<file path="config.mk">
export PLATFORM = sky130hd
export DESIGN_NAME = cursor_sequence_store_top
export DESIGN_NICKNAME = d
export VERILOG_FILES = /design/src/hw/rtl/csq_pkg.sv /design/src/hw/rtl/csq_ram.sv /design/src/hw/rtl/csq_ctrl.sv /design/src/hw/rtl/cursor_sequence_store_top.sv
export SDC_FILE = /design/constraint.sdc
export NUM_CORES = 2
export LEC_CHECK = 0
export ABC_AREA = 1
export BUFFER_PORTS_ARGS = -buffer_cell sky130_fd_sc_hd__buf_2
export CAP_MARGIN = 30
export CORE_MARGIN = 1
export CORE_UTILIZATION = 25
export DETAILED_ROUTE_END_ITERATION = 8
export GPL_TIMING_DRIVEN = 0
export PLACE_DENSITY = 0.48
export SYNTH_ARGS = -nofsm -noshare
export SYNTH_HDL_FRONTEND = slang
export SYNTH_SLANG_ARGS = --single-unit
</file>
<file path="constraint.sdc">
create_clock -name clk -period 10.7 [get_ports clk]
set_clock_uncertainty 0.1 [all_clocks]
set_input_delay 2.14 -clock clk [delete_from_list [all_inputs] [get_ports clk]]
set_output_delay 2.14 -clock clk [all_outputs]
set_load 0.02 [all_outputs]
</file>
<file path="src/hw/rtl/csq_pkg.sv">
// Shared constants and types for the cursor sequence store.
`timescale 1ns / 1ps
`default_nettype none
package csq_pkg;

  localparam int CAPACITY_SLOTS = 32;
  localparam int IDX_W          = $clog2(CAPACITY_SLOTS);
  localparam int CNT_W          = $clog2(CAPACITY_SLOTS + 1);
  localparam int VAL_W          = 64;

  localparam logic [2:0] OP_START   = 3'd0;
  localparam logic [2:0] OP_ADVANCE = 3'd1;
  localparam logic [2:0] OP_INSERT  = 3'd2;
  localparam logic [2:0] OP_ATTACH  = 3'd3;
  localparam logic [2:0] OP_REMOVE  = 3'd4;

  localparam logic [1:0] ST_DONE  = 2'd0;
  localparam logic [1:0] ST_FULL  = 2'd1;
  localparam logic [1:0] ST_NOCUR = 2'd2;

  typedef struct packed {
    logic [2:0]       op;
    logic [VAL_W-1:0] entry_value;
  } csq_in_t;

  typedef struct packed {
    logic [VAL_W-1:0] current_value;
    logic             has_current;
    logic [5:0]       entry_count;
    logic [1:0]       status;
  } csq_out_t;

  typedef struct packed {
    logic             we;
    logic [IDX_W-1:0] waddr;
    logic [VAL_W-1:0] wdata;
    logic             re;
    logic [IDX_W-1:0] raddr;
  } csq_mem_req_t;

endpackage
`default_nettype wire

</file>
<file path="src/hw/rtl/csq_ram.sv">
// Simple dual-port RAM: one write port, one registered read port.
`timescale 1ns / 1ps
`default_nettype none
module csq_ram #(
  parameter int DEPTH = 32,
  parameter int WIDTH = 64
) (
  input  wire logic                     clk,
  input  wire logic                     we,
  input  wire logic [$clog2(DEPTH)-1:0] waddr,
  input  wire logic [WIDTH-1:0]         wdata,
  input  wire logic                     re,
  input  wire logic [$clog2(DEPTH)-1:0] raddr,
  output logic      [WIDTH-1:0]         rdata
);

  logic [WIDTH-1:0] mem [DEPTH];

  always_ff @(posedge clk) begin
    if (we) begin
      mem[waddr] <= wdata;
    end
  end

  // read data holds until the next read
  always_ff @(posedge clk) begin
    if (re) begin
      rdata <= mem[raddr];
    end
  end

endmodule
`default_nettype wire

</file>
<file path="src/hw/rtl/csq_ctrl.sv">
// Request decode and shift sequencer driving the slot memory.
`timescale 1ns / 1ps
`default_nettype none
module csq_ctrl
  import csq_pkg::*;
(
  input  wire logic         clk,
  input  wire logic         rst_n,
  input  wire logic         in_valid,
  output logic              in_ready,
  input  wire csq_in_t      in_data,
  output logic              res_valid,
  input  wire logic         res_ready,
  output csq_out_t          res_data,
  output csq_mem_req_t      mem_req,
  input  wire logic [VAL_W-1:0] mem_rdata
);

  localparam logic [2:0] S_IDLE  = 3'd0;
  localparam logic [2:0] S_SHIFT = 3'd1;
  localparam logic [2:0] S_PUT   = 3'd2;
  localparam logic [2:0] S_RD    = 3'd3;
  localparam logic [2:0] S_DATA  = 3'd4;

  logic [2:0]       state_r,   state_nxt;
  logic [CNT_W-1:0] count_r,   count_nxt;
  logic [CNT_W-1:0] cursor_r,  cursor_nxt;
  logic [CNT_W-1:0] rem_r,     rem_nxt;
  logic             wr_pend_r, wr_pend_nxt;
  logic [VAL_W-1:0] val_r,     val_nxt;
  logic [IDX_W-1:0] pos_r,     pos_nxt;
  logic [IDX_W-1:0] rd_idx_r,  rd_idx_nxt;
  logic [IDX_W-1:0] wr_addr_r, wr_addr_nxt;
  logic             up_r,      up_nxt;
  logic [1:0]       status_r,  status_nxt;

  logic             cur;
  logic             full;
  logic [CNT_W-1:0] pos_c;
  logic [CNT_W-1:0] ins_n;
  logic [CNT_W-1:0] rem_n;

  assign cur   = cursor_r < count_r;
  assign full  = count_r == CNT_W'(CAPACITY_SLOTS);
  assign pos_c = (in_data.op == OP_INSERT) ? (cur ? cursor_r : '0)
                                           : (cur ? cursor_r + 1'b1 : count_r);
  assign ins_n = count_r - pos_c;
  assign rem_n = count_r - cursor_r - 1'b1;

  always_comb begin
    state_nxt   = state_r;
    count_nxt   = count_r;
    cursor_nxt  = cursor_r;
    rem_nxt     = rem_r;
    wr_pend_nxt = wr_pend_r;
    val_nxt     = val_r;
    pos_nxt     = pos_r;
    rd_idx_nxt  = rd_idx_r;
    wr_addr_nxt = wr_addr_r;
    up_nxt      = up_r;
    status_nxt  = status_r;
    mem_req     = '0;
    in_ready    = state_r == S_IDLE;
    res_valid   = 1'b0;
    res_data.current_value = cur ? mem_rdata : '0;
    res_data.has_current   = cur;
    res_data.entry_count   = 6'(count_r);
    res_data.status        = status_r;

    case (state_r)
      S_IDLE: begin
        if (in_valid) begin
          status_nxt  = ST_DONE;
          val_nxt     = in_data.entry_value;
          wr_pend_nxt = 1'b0;
          state_nxt   = S_RD;
          case (in_data.op)
            OP_START: begin
              cursor_nxt = '0;
            end
            OP_ADVANCE: begin
              if (cur) begin
                cursor_nxt = cursor_r + 1'b1;
              end else begin
                status_nxt = ST_NOCUR;
              end
            end
            OP_INSERT, OP_ATTACH: begin
              if (full) begin
                status_nxt = ST_FULL;
              end else begin
                pos_nxt    = pos_c[IDX_W-1:0];
                cursor_nxt = pos_c;
                count_nxt  = count_r + 1'b1;
                rem_nxt    = ins_n;
                rd_idx_nxt = IDX_W'(count_r - 1'b1);
                up_nxt     = 1'b0;
                state_nxt  = (ins_n != '0) ? S_SHIFT : S_PUT;
              end
            end
            OP_REMOVE: begin
              if (cur) begin
                count_nxt  = count_r - 1'b1;
                rem_nxt    = rem_n;
                rd_idx_nxt = IDX_W'(cursor_r + 1'b1);
                up_nxt     = 1'b1;
                state_nxt  = (rem_n != '0) ? S_SHIFT : S_RD;
              end else begin
                status_nxt = ST_NOCUR;
              end
            end
            default: begin
            end
          endcase
        end
      end

      // one entry per cycle: read slot k, write it one place over next cycle
      S_SHIFT: begin
        if (wr_pend_r) begin
          mem_req.we    = 1'b1;
          mem_req.waddr = wr_addr_r;
          mem_req.wdata = mem_rdata;
        end
        if (rem_r != '0) begin
          mem_req.re    = 1'b1;
          mem_req.raddr = rd_idx_r;
          wr_pend_nxt   = 1'b1;
          wr_addr_nxt   = up_r ? rd_idx_r - 1'b1 : rd_idx_r + 1'b1;
          rd_idx_nxt    = up_r ? rd_idx_r + 1'b1 : rd_idx_r - 1'b1;
          rem_nxt       = rem_r - 1'b1;
        end else begin
          wr_pend_nxt = 1'b0;
          state_nxt   = up_r ? S_RD : S_PUT;
        end
      end

      S_PUT: begin
        mem_req.we    = 1'b1;
        mem_req.waddr = pos_r;
        mem_req.wdata = val_r;
        state_nxt     = S_RD;
      end

      // the read comes in the cycle after the last write, so no bypass is needed
      S_RD: begin
        if (cur) begin
          mem_req.re    = 1'b1;
          mem_req.raddr = cursor_r[IDX_W-1:0];
        end
        state_nxt = S_DATA;
      end

      S_DATA: begin
        res_valid = 1'b1;
        if (res_ready) begin
          state_nxt = S_IDLE;
        end
      end

      default: begin
        state_nxt = S_IDLE;
      end
    endcase
  end

  always_ff @(posedge clk) begin
    if (!rst_n) begin
      state_r   <= S_IDLE;
      count_r   <= '0;
      cursor_r  <= '0;
      wr_pend_r <= 1'b0;
    end else begin
      state_r   <= state_nxt;
      count_r   <= count_nxt;
      cursor_r  <= cursor_nxt;
      wr_pend_r <= wr_pend_nxt;
    end
  end

  always_ff @(posedge clk) begin
    rem_r     <= rem_nxt;
    val_r     <= val_nxt;
    pos_r     <= pos_nxt;
    rd_idx_r  <= rd_idx_nxt;
    wr_addr_r <= wr_addr_nxt;
    up_r      <= up_nxt;
    status_r  <= status_nxt;
  end

endmodule
`default_nettype wire

</file>
<file path="src/hw/rtl/cursor_sequence_store_top.sv">
// Top level of the cursor sequence store: sequencer, slot memory, output register.
//
//   channel  direction  handshake             payload
//   in_      input      in_valid / in_ready   csq_in_t  (op, entry_value)
//   out_     output     out_valid / out_ready csq_out_t (current_value, has_current,
//                                             entry_count, status)
//
// Start, advance, rejected and unused requests go from idle through the read and
// result states. Insert and attach add the shift loop and the put state before
// the read, remove the shift loop only; the loop moves n entries (at most
// CAPACITY_SLOTS - 1), one entry per cycle through the slot memory's write and
// read ports, and is skipped when n is zero. One request is worked at a time; a
// new one is taken while the previous result waits in the output register.
// Reset clears count and cursor; slot contents are left as they are.
`timescale 1ns / 1ps
`default_nettype none
module cursor_sequence_store_top
  import csq_pkg::*;
(
  input  wire logic    clk,
  input  wire logic    rst_n,
  input  wire logic    in_valid,
  output logic         in_ready,
  input  wire csq_in_t in_data,
  output logic         out_valid,
  input  wire logic    out_ready,
  output csq_out_t     out_data
);

  csq_mem_req_t     mem_req;
  logic [VAL_W-1:0] mem_rdata;
  logic             res_valid;
  logic             res_ready;
  csq_out_t         res_data;

  logic     out_valid_r, out_valid_nxt;
  csq_out_t out_r;

  csq_ctrl u_ctrl (
    .clk       (clk),
    .rst_n     (rst_n),
    .in_valid  (in_valid),
    .in_ready  (in_ready),
    .in_data   (in_data),
    .res_valid (res_valid),
    .res_ready (res_ready),
    .res_data  (res_data),
    .mem_req   (mem_req),
    .mem_rdata (mem_rdata)
  );

  csq_ram #(
    .DEPTH (CAPACITY_SLOTS),
    .WIDTH (VAL_W)
  ) u_ram (
    .clk   (clk),
    .we    (mem_req.we),
    .waddr (mem_req.waddr),
    .wdata (mem_req.wdata),
    .re    (mem_req.re),
    .raddr (mem_req.raddr),
    .rdata (mem_rdata)
  );

  assign res_ready = !out_valid_r || out_ready;

  always_comb begin
    out_valid_nxt = out_valid_r;
    if (res_valid && res_ready) begin
      out_valid_nxt = 1'b1;
    end else if (out_ready) begin
      out_valid_nxt = 1'b0;
    end
  end

  always_ff @(posedge clk) begin
    if (!rst_n) begin
      out_valid_r <= 1'b0;
    end else begin
      out_valid_r <= out_valid_nxt;
    end
  end

  always_ff @(posedge clk) begin
    if (res_valid && res_ready) begin
      out_r <= res_data;
    end
  end

  assign out_valid = out_valid_r;
  assign out_data  = out_r;

endmodule
`default_nettype wire

</file>
# Word-level counts from Yosys, hierarchy flattened
# Memories as Yosys holds them, arrays and structs flattened. A register that Yosys moved wholly into a read port is not among the register bits.
# Cells that the tools add are included.
[totals] register_bits=178 latch_bits=0 ram_bits=2048 mem_bits_ro=0 inputBits=71 out_inout_bits=75 word_cells=121 n_memories=1
[mem_list] memory="u_ram.mem" depth=32 width=64 read_ports=1 rd_ports_with_merged_regs=1 write_ports=1 line_no="csq_ram.sv:17" rtl="logic [WIDTH-1:0] mem [DEPTH];"
[classes] addsub=9 n_mul=0 div_mod_pow=0 magnitude_cmp=1 n_eq_ne=19 shift=0 n_mux=52 bitwise_logic=1 n_reduce_logical=22
[op_table] op="one-hot mux 70 bit (2 select lines)" n=1
[op_table] op="2-to-1 mux 6 bit" n=13
[op_table] op="2-to-1 mux 70 bit" n=1
[op_table] op="one-hot mux 6 bit (2 select lines)" n=4
[op_table] op="2-to-1 mux 5 bit" n=6
[op_table] op="one-hot mux 5 bit (2 select lines)" n=2
[op_table] op="one-hot mux 6 bit (3 select lines)" n=1
[op_table] op="nonzero test 6 bit" n=3
[op_table] op="subtractor 6 x 1 -> 6 bit (second input constant)" n=3
[op_table] op="2-to-1 mux 3 bit" n=5
[op_table] op="one-hot mux 3 bit (5 select lines)" n=1
[op_table] op="adder 6 x 1 -> 6 bit (second input constant)" n=2
[op_table] op="equality test 3 x 2 -> 1 bit (second input constant)" n=4
[op_table] op="subtractor 6 bit" n=2
[op_table] op="2-to-1 mux 1 bit" n=11
[op_table] op="AND reduction 5 bit" n=2
[op_table] op="!= test 2 bit (second input constant)" n=4
[op_table] op="equality test 3 x 1 -> 1 bit (second input constant)" n=2
[op_table] op="equality test 3 bit (second input constant)" n=2
[op_table] op="equality test 6 bit (second input constant)" n=1
[op_table] op="logical NOT 3 bit" n=2
[op_table] op="< comparator 6 bit" n=1
[op_table] op="2-to-1 mux 2 bit" n=3
[op_table] op="!= test 2 x 1 -> 1 bit (second input constant)" n=3
[op_table] op="19 further kinds" n=25

# Depth between registers and ports, before layout
[logic_depth] ltp_word=10 ltp_mapped=29 mapped_depth_nobuf=28

# Hierarchy
# From an unflattened synthesis, not the netlist that was laid out.
[unflattened] cells_unflattened=7606 hier_area_um2=92068.3
[by_module_without_submodules] module="csq_ram" instances=1 cells_each=6768 area_each_um2=83662.7 seq_area_each_um2=63420.8
[by_module_without_submodules] module="csq_ctrl" instances=1 cells_each=758 area_each_um2=6162.2 seq_area_each_um2=2962.8
[by_module_without_submodules] module="cursor_sequence_store_top" instances=1 cells_each=80 area_each_um2=2243.4 seq_area_each_um2=2212.1

# Worst setup path after synthesis
# No wires, ideal clock.
[synth_timing] path_type="register to register" start="register u_ctrl.count_r[4]" end="register u_ram.rdata[0], read port of u_ram.mem, enable pin" setup_ns=0.574 arrival_time_ns=6.293 t_required_ns=10.026 slack_ns=3.733 path_stages_with_launch=12 n_path_buf=4 synth_period_minus_slack_ns=6.967 cell_sequence="dfxtp_1 clkbuf_1 inv_1 ha_1 nand2_1 nor2_1 nand2_2 nand2_2 buf_4 buf_2 clkbuf_1 o21ai_0"
[synth_lines] element="start, declared" line_no="csq_ctrl.sv:26" rtl="logic [CNT_W-1:0] count_r, count_nxt;"
[synth_lines] element="start signal, assigned" line_no="csq_ctrl.sv:175" rtl="count_r <= count_nxt;"
[synth_lines] element="end, declared" line_no="csq_ram.sv:14" rtl="output logic [WIDTH-1:0] rdata"

==> out/results.ini <==
[clock_tree]
clk_latency_ns = 0.94
clkSinkCount = 2290
hold_buffers = 0
cts-root-buf = clkbuf_16
cts-resized-gates = 0
cts_setup_buffers = 0
clk_pin_slew_ns = 0.06
cts-htree-levels = 4
cts_buffers = 239
cts_tree = done
cts_buffer_depth = 4

[floorplan]
io_pins = 146
die_area_mm2 = 0.362
die_x_um = 602
fp.dieH_um = 602
start_util_pct = 25.2
rows = 219
core-area_mm2 = 0.357

[worst_setup_path]
cp-end-kind = flip-flop
cp_top_family = buffers and inverters
worstPathBufferInverterCount = 5
regToRegSetupSlack_ns = 4.59
critical_path_class = reg -> reg
slowest_delay_ns = 0.80
path_max_fanout = 10
worstPathArrival_ns = 6.80
start_kind = flip-flop
worstPathRequired_ns = 11.39
crit_slowest_cell = clkbuf_1
path_common_cell = nand2_1
path_cells = inv_1 -> ha_1 -> nor2_1 -> nor2_1 -> nand2_2 -> nand2_2 -> inv_2 -> nand2_1 -> o22ai_1 -> clkbuf_1 -> buf_8 -> clkbuf_1 -> o211ai_1 -> o21ai_1 -> nand2_1 -> nand2_1

[routing]
antenna_left = 0
wl_per_cell_um = 30.8
top_layer_used = met5
wl_met3_um = 36900
viasPerCell = 5.18
wirelength_um = 382000
met2_length_um = 172000
vias = 64200
drt-pass1-iter-count = 8
drtIter0Drc = 10100
wl_met1_um = 150000
drc = 0

[finish]
postLayoutCoreUtil_pct = 30.6
synthToLayoutAreaGrowth_pct = 21.4
multiInputGateArea_mm2 = 0.0194
nets = 7531
finalNonFillerCells = 12400
seq_area_mm2 = 0.0686
n_fill_cell = 35600
drive_above_1_share_pct = 13.4

[global_routing]
grt_start_max_net_pins = 33
track_usage_pct = 20.4
gr-total-overflow = 0
antenna_found_initial = 30
grt_first_pass_wirelength_um = 514000
first_global_vias = 60900

[yosys]
ys_ff_latch = 2290
yosysTopAreaCellShare_pct = 75.8
synth_nets = 6907
syn_area_mm2 = 0.0900
yosysWarnings = 0
synthTopCellsByArea = edfxtp_1, o21ai_0, nor2_1
synth.distinct_cells = 43
syn_inst = 6815
avgSynthCellArea_um2 = 13.2
yosysSeqAreaShare_pct = 76.2
synth_top_area_cell = edfxtp_1

[timing]
relSlewSlack_pct = 26.7
hold_viol = 0
tightest_slew_ns = 1.10
setup_tns_ns = 0
finalSetupViolations = 0
min_period_ns = 6.11
rsz0062_at_grt = false
slew_violations = 0
clock.fmax_mhz = 164
post-route-period-util_pct = 57.1

[place]
dp_cells = 11900
port_buffers = 145
place_congestion = 0.871
hpwl_um = 270000

[power]
leakage_nw = 35.6
p_per_area_mw_per_mm2 = 279
ir_drop_v = 0.000148

[outcome]
status = complete, no violations

[min_path]
hp-class = reg -> reg

[run]
drv_cap = 0

registers in the layout, summed over array words and instances (netlist names), 3 cells and up:
name and cells:
u_ram.mem 2048, out_data 73, u_ctrl.val_r 64, u_ram.rdata 64
u_ctrl.count_r 6, u_ctrl.cursor_r 6, u_ctrl.rem_r 6, u_ctrl.pos_r 5
u_ctrl.rd_idx_r 5, u_ctrl.wr_addr_r 5, u_ctrl.state_r 3
layout make-up:
| type | count | area share, % |
|---|---|---|
| inverters | 144 | 0.499 |
| well taps | 4751 | 5.44 |
| plain buffers | 466 | 1.96 |
| multi-input cells | 3915 | 17.7 |
| repair buffers | 383 | 4.90 |
| flip-flops and latches | 2290 | 62.8 |
| clock buffers | 309 | 5.76 |
| clock inverters | 122 | 0.900 |
| diodes | 16 | 0.0366 |
placed cells by master (no fill, tap or decap), drive strengths merged:
| cell | count |
|---|---|
| nor3 | 10 |
| a22oi | 6 |
| diode | 16 |
| o21bai | 1 |
| fa | 1 |
| bufinv | 13 |
| clkinv | 96 |
| a31oi | 9 |
| a221oi | 1 |
| nand4 | 3 |
| o22ai | 560 |
| clkbuf | 565 |
| o21a | 1 |
| nand2 | 354 |
| nor2 | 1385 |
| o21ai | 1376 |
| clkinvlp | 10 |
| xor2 | 15 |
| o211ai | 12 |
| mux2i | 1 |
| o221ai | 57 |
| a21oi | 25 |
| buf | 593 |
| ha | 20 |
| a2111oi | 1 |
| xnor2 | 6 |
| o32ai | 1 |
| edfxtp | 2273 |
| a211oi | 1 |
| nand3 | 68 |
| inv | 147 |
| dfxtp | 17 |
| or2 | 1 |
synthesized netlist by cell type:
| cell | count |
|---|---|
| a2111oi_0 | 1 |
| a211oi_1 | 1 |
| a21oi_1 | 24 |
| a21oi_2 | 1 |
| a221oi_1 | 1 |
| a22oi_1 | 6 |
| a31oi_1 | 9 |
| buf_1 | 22 |
| buf_2 | 145 |
| buf_4 | 36 |
| buf_6 | 7 |
| clkbuf_1 | 256 |
| clkinv_1 | 3 |
| dfxtp_1 | 17 |
| edfxtp_1 | 2273 |
| fa_1 | 1 |
| ha_1 | 20 |
| inv_1 | 132 |
| inv_2 | 7 |
| inv_4 | 2 |
| mux2i_1 | 1 |
| nand2_1 | 349 |
| nand2_2 | 3 |
| nand2_4 | 2 |
| nand3_1 | 68 |
| nand4_1 | 3 |
| nor2_1 | 1384 |
| nor2_2 | 1 |
| nor3_1 | 7 |
| nor3_2 | 2 |
| nor3_4 | 1 |
| o211ai_1 | 12 |
| o21a_1 | 1 |
| o21ai_0 | 1119 |
| o21ai_1 | 257 |
| o21bai_1 | 1 |
| o221ai_1 | 57 |
| o22ai_1 | 559 |
| o22ai_4 | 1 |
| o32ai_4 | 1 |
| or2_2 | 1 |
| xnor2_1 | 6 |
| xor2_1 | 15 |
path summary, 6_finish.rpt:
kind / cells past startpoint / to / startpoint
hold reg to reg: 0 / out_data[0]$_DFFE_PP_ / u_ctrl.status_r[0]$_DFFE_PP_
setup / recovery: 16 / u_ram.rdata[26]$_DFFE_PP_ / u_ctrl.count_r[3]$_SDFFE_PN0P_
setup reg to reg: 16 / u_ram.rdata[26]$_DFFE_PP_ / u_ctrl.count_r[3]$_SDFFE_PN0P_
hold / removal: 0 / out_data[0]$_DFFE_PP_ / u_ctrl.status_r[0]$_DFFE_PP_
per-layer routing:
metal / global-route usage (%) / up-vias
met3: 4.00 / 795
met1: 26.4 / 32800
met5: 0 / -
met2: 32.0 / 3947
met4: 11.0 / 4
li1: - / 26600
worst reg2reg max path: cells and delay by family, from the launching register on:
| family | cells | cell delay, ns |
|---|---|---|
| AND/OR/NAND/NOR | 7 | 0.93 |
| flip-flops | 1 | 0.69 |
| AO/OA/AOI/OAI | 3 | 1.75 |
| adder cells (fa/ha/maj) | 1 | 0.43 |
| buffers and inverters | 5 | 2.14 |
power breakdown:
group / leakage (nW) / switching, W / internal, W / total, W
sequential: 21.1 / 0.000177 / 0.0114 / 0.0115
combinational: 11.0 / 0.00835 / 0.00258 / 0.0109
clock: 3.53 / 0.00356 / 0.00444 / 0.00801
logic make-up after synthesis:
family | after synthesis | share of synthesized area, %
simple gates | 1821 | 7.77
compound gates | 2051 | 12.5
buf+inv | 610 | 2.96
fa+ha+maj | 21 | 0.300
xor+xnor | 21 | 0.204
mux | 1 | 0.0111
flops | 2290 | 76.2
stage by stage:
stage / area [µm²] / setup slack [ns] / power (W) / hold slack (ns)
floorplan: 90000 / 3.73 / 0.0167 / 0.300
global placement: 96700 / -5.03 / 0.0219 / 0.314
detailed placement: 102000 / 4.81 / 0.0224 / 0.316
CTS: 109000 / 4.86 / 0.0303 / 0.327
global route: 109000 / 4.62 / 0.0313 / 0.329
finish: 109000 / 4.59 / 0.0305 / 0.322
(Power assumes the default switching activity.)
